<file path="src/rtl/assert_macros.svh">
// Assertion macros shared by the RTL; each expects clk and rst_n in scope
`ifndef ASSERT_MACROS_SVH
`define ASSERT_MACROS_SVH

// same-cycle implication
`define VGRT_ASSERT_IMP(lbl, ante, cons) \
  lbl: assert property (@(posedge clk) disable iff (!rst_n) (ante) |-> (cons)) \
    else $error("implication check failed");

// next-cycle implication
`define VGRT_ASSERT_NXT(lbl, ante, cons) \
  lbl: assert property (@(posedge clk) disable iff (!rst_n) (ante) |=> (cons)) \
    else $error("next-cycle check failed");

`endif

</file>
<file path="src/rtl/vgrt_pkg.sv">
// Shared types and fixed widths for the voxel grid ray traversal core
package vgrt_pkg;

  localparam int CoordW = 16;
  localparam int OrgW   = 32;
  localparam int DirW   = 16;
  localparam int MagW   = 16;
  localparam int BndW   = 17;
  localparam int DistW  = 32;
  localparam int CellW  = 5;
  localparam int LenW   = 24;
  localparam int SqW    = 49;
  localparam int NumW   = 40;
  localparam int DenW   = 25;
  localparam int TnW    = 34;
  localparam int DivIters = 40;
  localparam int SqIters  = 25;
  localparam logic [CoordW-1:0] UnitQ14 = 16'd16384;

  typedef enum logic {
    CMD_WRITE = 1'b0,
    CMD_CAST  = 1'b1
  } cmd_t;

  // one classified input beat
  typedef struct packed {
    cmd_t                         cmd;
    logic [CellW-1:0]             cell_x;
    logic [CellW-1:0]             cell_y;
    logic [CellW-1:0]             cell_z;
    logic                         solid;
    logic [2:0][CoordW-1:0]       org_cell;
    logic [2:0][MagW-1:0]         mag;
    logic [2:0]                   neg;
    logic [2:0]                   act;
    logic [2:0][BndW-1:0]         bnd;
    logic [DistW-1:0]             reach;
  } vgrt_item_t;

  typedef struct packed {
    logic       valid;
    vgrt_item_t item;
  } vgrt_q_t;

endpackage

</file>
<file path="src/rtl/vgrt_front.sv">
// Front end: accepts beats, classifies them and queues them for the back end
`include "assert_macros.svh"
module vgrt_front import vgrt_pkg::*; (
  input  logic                     clk,
  input  logic                     rst_n,
  input  logic                     start,
  input  logic                     clearing,
  input  logic                     in_command,
  input  logic [CellW-1:0]         in_cell_x,
  input  logic [CellW-1:0]         in_cell_y,
  input  logic [CellW-1:0]         in_cell_z,
  input  logic                     in_solid,
  input  logic signed [OrgW-1:0]   in_origin_x,
  input  logic signed [OrgW-1:0]   in_origin_y,
  input  logic signed [OrgW-1:0]   in_origin_z,
  input  logic signed [DirW-1:0]   in_dir_x,
  input  logic signed [DirW-1:0]   in_dir_y,
  input  logic signed [DirW-1:0]   in_dir_z,
  input  logic [DistW-1:0]         in_max_dist,
  input  logic                     pop,
  output logic                     busy,
  output vgrt_q_t                  head
);

  vgrt_item_t            q_r [2];
  logic                  wr_ptr_r;
  logic                  rd_ptr_r;
  logic [1:0]            cnt_r;
  logic                  push;
  vgrt_item_t            item;
  logic [2:0][DirW-1:0]  dirs;
  logic [2:0][OrgW-1:0]  orgs;

  assign dirs = {in_dir_z, in_dir_y, in_dir_x};
  assign orgs = {in_origin_z, in_origin_y, in_origin_x};

  assign busy = clearing || (cnt_r == 2'd2);
  assign push = start && !busy;

  // sign, magnitude and distance to the next boundary per axis
  always_comb begin
    item          = '0;
    item.cmd      = cmd_t'(in_command);
    item.cell_x   = in_cell_x;
    item.cell_y   = in_cell_y;
    item.cell_z   = in_cell_z;
    item.solid    = in_solid;
    item.reach    = in_max_dist;
    for (int i = 0; i < 3; i++) begin
      item.neg[i]  = dirs[i][DirW-1];
      item.act[i]  = |dirs[i];
      item.mag[i]  = dirs[i][DirW-1] ? (~dirs[i] + 16'd1) : dirs[i];
      item.bnd[i]  = dirs[i][DirW-1] ? {1'b0, orgs[i][15:0]}
                                     : (17'h10000 - {1'b0, orgs[i][15:0]});
      item.org_cell[i] = orgs[i][OrgW-1:16];
    end
  end

  always_ff @(posedge clk) begin
    if (!rst_n) begin
      wr_ptr_r <= 1'b0;
      rd_ptr_r <= 1'b0;
      cnt_r    <= 2'd0;
    end else begin
      if (push) wr_ptr_r <= ~wr_ptr_r;
      if (pop)  rd_ptr_r <= ~rd_ptr_r;
      unique case ({push, pop})
        2'b10:   cnt_r <= cnt_r + 2'd1;
        2'b01:   cnt_r <= cnt_r - 2'd1;
        default: cnt_r <= cnt_r;
      endcase
    end
  end

  always_ff @(posedge clk) begin
    if (push) q_r[wr_ptr_r] <= item;
  end

  assign head.valid = (cnt_r != 2'd0);
  assign head.item  = q_r[rd_ptr_r];

  `VGRT_ASSERT_IMP(a_pop_nonempty, pop, cnt_r != 2'd0)
  `VGRT_ASSERT_NXT(a_fill_count, push && !pop, cnt_r == $past(cnt_r) + 2'd1)

endmodule

</file>
<file path="config.mk">
export PLATFORM = sky130hd
export DESIGN_NAME = vgrt_front
export DESIGN_NICKNAME = d
export VERILOG_FILES = /design/src/rtl/vgrt_pkg.sv /design/src/rtl/vgrt_front.sv
export VERILOG_INCLUDE_DIRS = /design/src /design/src/rtl
export SDC_FILE = /design/constraint.sdc
export NUM_CORES = 1
export LEC_CHECK = 0
export BUFFER_PORTS_ARGS = -buffer_cell sky130_fd_sc_hd__buf_2
export CORE_MARGIN = 5
export CORE_UTILIZATION = 55
export DETAILED_ROUTE_END_ITERATION = 8
export GPL_TIMING_DRIVEN = 0
export PLACE_DENSITY = 0.81
export SLEW_MARGIN = 10
export SYNTH_ARGS = -nofsm -noshare
export SYNTH_HDL_FRONTEND = slang
export SYNTH_SLANG_ARGS = --single-unit
</file>
<file path="constraint.sdc">
create_clock -name clk -period 29.8 [get_ports clk]
set_clock_uncertainty 0.1 [all_clocks]
set_input_delay 5.96 -clock clk [delete_from_list [all_inputs] [get_ports clk]]
set_output_delay 5.96 -clock clk [all_outputs]
set_load 0.02 [all_outputs]
</file>
Yosys cells after proc, flatten, opt, wreduce, memory -nomap -nowiden

Memory sizes are Yosys's and may differ from the RTL's. A register that Yosys moved wholly into a read port is not among the register bits.
Index checks and enable logic that the tools add are counted.

$add $sub $neg: 8
Multipliers: 0
Div/mod/pow operators: 0
$lt $le $gt $ge: 0
Equal/unequal tests: 3
Shifts and indexed selects: 0
Mux-type cells: 11
Bitwise logic cells: 5
Reduce and logical (&&, ||, !) cells: 8

Operators by type and width:

| kind                   | count |
|---|---|
| $mux 17                | 3 |
| $sub 17x16->17 const A | 3 |
| $add 16x1->16 const B  | 3 |
| $mux 16                | 3 |
| $not 16->16            | 3 |
| $reduce_or 16->1       | 3 |
| $eq 2x2->1 const B     | 2 |
| $mux 1                 | 4 |
| $pmux 2 s2             | 1 |
| $reduce_bool 2->1      | 2 |
| $add 2x1->2 const B    | 1 |
| $eq 2x1->1 const B     | 1 |
| $not 1->1              | 2 |
| $sub 2x1->2 const B    | 1 |
| $logic_and 1x1->1      | 1 |
| $logic_not 1->1        | 1 |
| $logic_or 1x1->1       | 1 |

Bits in registers: 4
Latch bits: 0
RAM bits: 404
ROM bits: 0
Input bits: 198
Output and inout port bits: 204
Logic and storage cells: 39
Memories: 1

Memories:

| memory | words | width | rd ports | clocked after memory_dff | wr ports | line             | text |
|---|---|---|---|---|---|---|---|
| q_r    | 2     | 202   | 1        | 1                        | 1        | vgrt_front.sv:25 | `vgrt_item_t q_r [2];` |

Longest topological paths before layout

Word-level depth: 6
Depth in mapped cells: 6
Depth with buffers taken out: 6

Worst setup path after synthesis

No wires, ideal clock.

Path kind: input -> register
From: input clearing
To: register wr_ptr_r
Setup time: 97 ps
Arrival: 15249 ps
Required time: 29603 ps
Slack: 14354 ps
Stages on the path: 4
Buffers on the path: 0
Cell sequence: inv_1 -> o211ai_1 -> nor2_1 -> o21a_1

Cells in the longest elaborated chain, start to end: 3

RTL lines:

| element              | line             | text |
|---|---|---|
| start, declared      | vgrt_front.sv:7  | `input logic clearing,` |
| $logic_or 1x1->1     | vgrt_front.sv:37 | `assign busy = clearing \|\| (cnt_r == 2'd2);` |
| $logic_not 1->1      | vgrt_front.sv:38 | `assign push = start && !busy;` |
| $logic_and 1x1->1    | vgrt_front.sv:38 |  |
| end signal, assigned | vgrt_front.sv:65 | `if (push) wr_ptr_r <= ~wr_ptr_r;` |
| end, declared        | vgrt_front.sv:26 | `logic wr_ptr_r;` |

Every way passes these cells.
A chain may end at the register's enable or synchronous reset.

Worst setup path in the final report

From: input clearing
To: output busy

Cells in the longest elaborated chain, start to end: 1

RTL lines:

| element          | line             | text |
|---|---|---|
| $logic_or 1x1->1 | vgrt_front.sv:37 |  |
| end, declared    | vgrt_front.sv:21 | `output logic busy,` |

Every way passes these cells.

==> impl_results.md <==
* Ys flop type: edfxtp_1
* Largest net degree at the start of global routing at 31
* Fin worst setup slack at 17.39 ns
* Die H at ~180 µm
* FF-to-FF End: q_r[1][111]$_DFFE_PP_
* Syn_area_per_cell at approximately 17 µm²
* Slew Limit Fails at 0
* Vias in the first global route at between 10k and 15k
* Fraction of layout cells with a size suffix above 1 at 47.6%
* Sequential element share of the synthesized area at around 74%
* FF+latch count, synth at a little over 400
* Clk Latency, worst-skew pair at about 0.52 ns
* Slowest cell on crit path: buf_2
* First-pass GRT wire length at between 50000 and 60000 µm
* Status: completed
* CTS Root Cell: clkbuf_16
* Total vias in the final route at 9853
* All-Layer GR Usage at a little over a fifth
* Final WL at 38700 µm
* CTS Hold Buffers Added at 0
* Crit path time final at between 10 and 15 ns
* Setup Fix Bufs, Post-CTS at 0
* Die ar. at about 34000 µm²
* Place WS at ~17 ns
* Worst-path clk slew at approximately 0.060 ns
* RSZ-0062 raised after global routing: no
* CTS sink cnt at just over 400
* Max VDD drop at between 0.04 and 0.05 mV
* Placer Congestion at 0.850
* Drt initial violations at roughly 740
* IO Port Bufs at ~400
* Final TNS setup at 0 ns
* Antenna violations before repair at 10
* Critical Path Fanout Max at 2
* Post-synthesis instance total at between 900 and 1k
* Cell Rows at 63
* Met3 usage at 8.23%
* Slew HR at about 44%
* Htree depth at 2
* Worst reg-to-reg setup slack at around 27 ns
* HP Start: rd_ptr_r$_SDFFE_PN0P_
* Grt total ovfl at 0
* Synth warn at 0
* Crit path largest cell delay at approximately 0.16 ns
* Leakage power at between 7 and 8 nW
* ANT nets after route at 0
* Final setup fails at 0
* Pwr dens at ~65 nW/µm²
* CP Cell Sequence: buf_2 -> inv_1 -> o21ai_0 -> buf_2
* GR Util met2 at 38.4%
* CP arrival at about 6.4 ns
* Die W at 184 µm
* Utilization after layout at 70.0%
* Syn Std Cell Area at ~17000 µm²
* Nets@finish at 1618
* Asr flop ratio synth at 0%
* Cell count of the worst hold path at 2
* CTS tree: yes
* Total power at ~1.3 mW
* Global-route met1 utilization at between 20% and 30%
* First-pass DRT Iterations at 5
* Post-CTS sizing at 0
* GRT Max-Usage Layer: met2
* DRC Markers at 0
* Number of synthesized flops with an enable pin at around 400
* Tcrit/Tclk final at a little over two fifths
* Core area at 29700 µm²
* WP data required at approximately 24 ns
* Hpwl dp at between 20000 and 30000 µm
* Boundary Pins at about 400
* Hold WC Path Type: flip-flop to flip-flop
* Crit path top cell by count: buf_2
* Dpl cells at approximately 1.8k
* Yosys cell types at 34
* Fill count at 1984
* Crit path launch type: primary input
* Setup crit end kind: output pin
* Most frequent cells in the layout: 404 x edfxtp_1, 401 x buf_2, 205 x mux2_2
* Crit Path Class: primary input to output pin
* Syn_nets at about 1.2k
* Finished Layout Cells at between 1.5k and 2k
* Vias/cell at approximately 5.4
* Final hold violations at 0
* Total CTS buffers at around 40
* Max-cap violation count at 0
* Worst Hold Path EP: rd_ptr_r$_SDFFE_PN0P_
* Starting density of the core at 55.9%
* Longest Clk Path Bufs at 3
* Fmax at between 80 and 90 MHz
* Avg WL per Cell at ~21 µm
* Reg-to-reg critical path startpoint: cnt_r[0]$_SDFFE_PN0P_
* Worst reg2reg path depth at 5
* Slew @ Worst Pin at around 0.85 ns
* Layout area overhead at 25.1%
* Commonest non-fill, non-tap cell in the layout: edfxtp_1
## flip-flops by register name, summed over array words and instances (netlist names), named ones only
name / cells
wr_ptr_r: 1
cnt_r: 2
rd_ptr_r: 1
q_r: 404
## synthesized netlist by cell type (8+ instances only)
library cell,count,area [µm²]
clkbuf_1,30,113
edfxtp_1,404,12100
o21ai_0,14,70.1
nor3_1,14,70.1
o31ai_1,12,90.1
xor2_1,38,333
xnor2_1,46,403
a21oi_1,17,85.1
nor4_1,8,50.1
a31oi_1,10,62.6
nor2_1,46,173
nand2_1,25,93.8
or3_1,10,62.6
mux2_2,205,2310
inv_1,20,75.1
## worst max-delay path: cells and delay by family
| family | cells | cell delay, ns |
|---|---|---|
| buffers and inverters | 3 | 0.31 |
| AOI/OAI and AO/OA | 1 | 0.07 |
## logic make-up (layout without fill, tap and decap cells)
| kind of cell | after synthesis | in the layout | synth area share [%] |
|---|---|---|---|
| flops | 409 | 409 | 73.6 |
| mux | 205 | 205 | 13.9 |
| simple gates | 137 | 137 | 4.25 |
| xor+xnor | 84 | 84 | 4.43 |
| compound gates | 59 | 59 | 2.15 |
| buf+inv | 52 | 543 | 1.17 |
| fa+ha+maj | 7 | 7 | 0.527 |
| other cells | 0 | 7 | 0 |
## power by group
part / switching [mW] / total [mW] / leakage [nW] / internal (mW)
Combinational: 0.114 / 0.188 / 3.26 / 0.0744
Sequential: 0.00608 / 0.672 / 3.75 / 0.666
Clock: 0.206 / 0.486 / 0.616 / 0.280
Total: 0.326 / 1.35 / 7.63 / 1.02
## layer usage
metal | wire, µm | vias to the layer above
met5 | 61 | -
met4 | 1330 | 8
met3 | 4060 | 88
met2 | 19400 | 424
met1 | 13800 | 4744
li1 | - | 4589
## cell type report
class                           count  area (µm²)  area share, %
Buffer                             32         120          0.578
Clock buffer                       49        1060           5.08
Timing Repair Buffer              417        2370           11.4
Inverter                           20        75.1          0.361
Antenna cell                        7        17.5         0.0842
Sequential cell                   409       12200           58.8
Tap cell                          390         488           2.35
Clock inverter                     25         218           1.05
Multi-Input combinational cell    492        4220           20.3
## through the flow
step / cell area (µm²) / hold WS [ns]
6_report: 20800 / 0.487
5_1_grt: 20800 / 0.508
4_1_cts: 20800 / 0.482
3_5_place_dp: 19500 / 0.469
3_3_place_gp: 19100 / 0.389
2_1_floorplan: 16600 / 0.372
## worst max path at each step
stage | start | end | cells past startpoint
after floorplan | clearing | wr_ptr_r$_SDFFE_PN0P_ | 4
after global placement | clearing | wr_ptr_r$_SDFFE_PN0P_ | 5
after detailed placement | clearing | busy | 4
after CTS | clearing | busy | 4
after global routing | clearing | busy | 4
final | clearing | busy | 4
(Power assumes the default switching activity.)
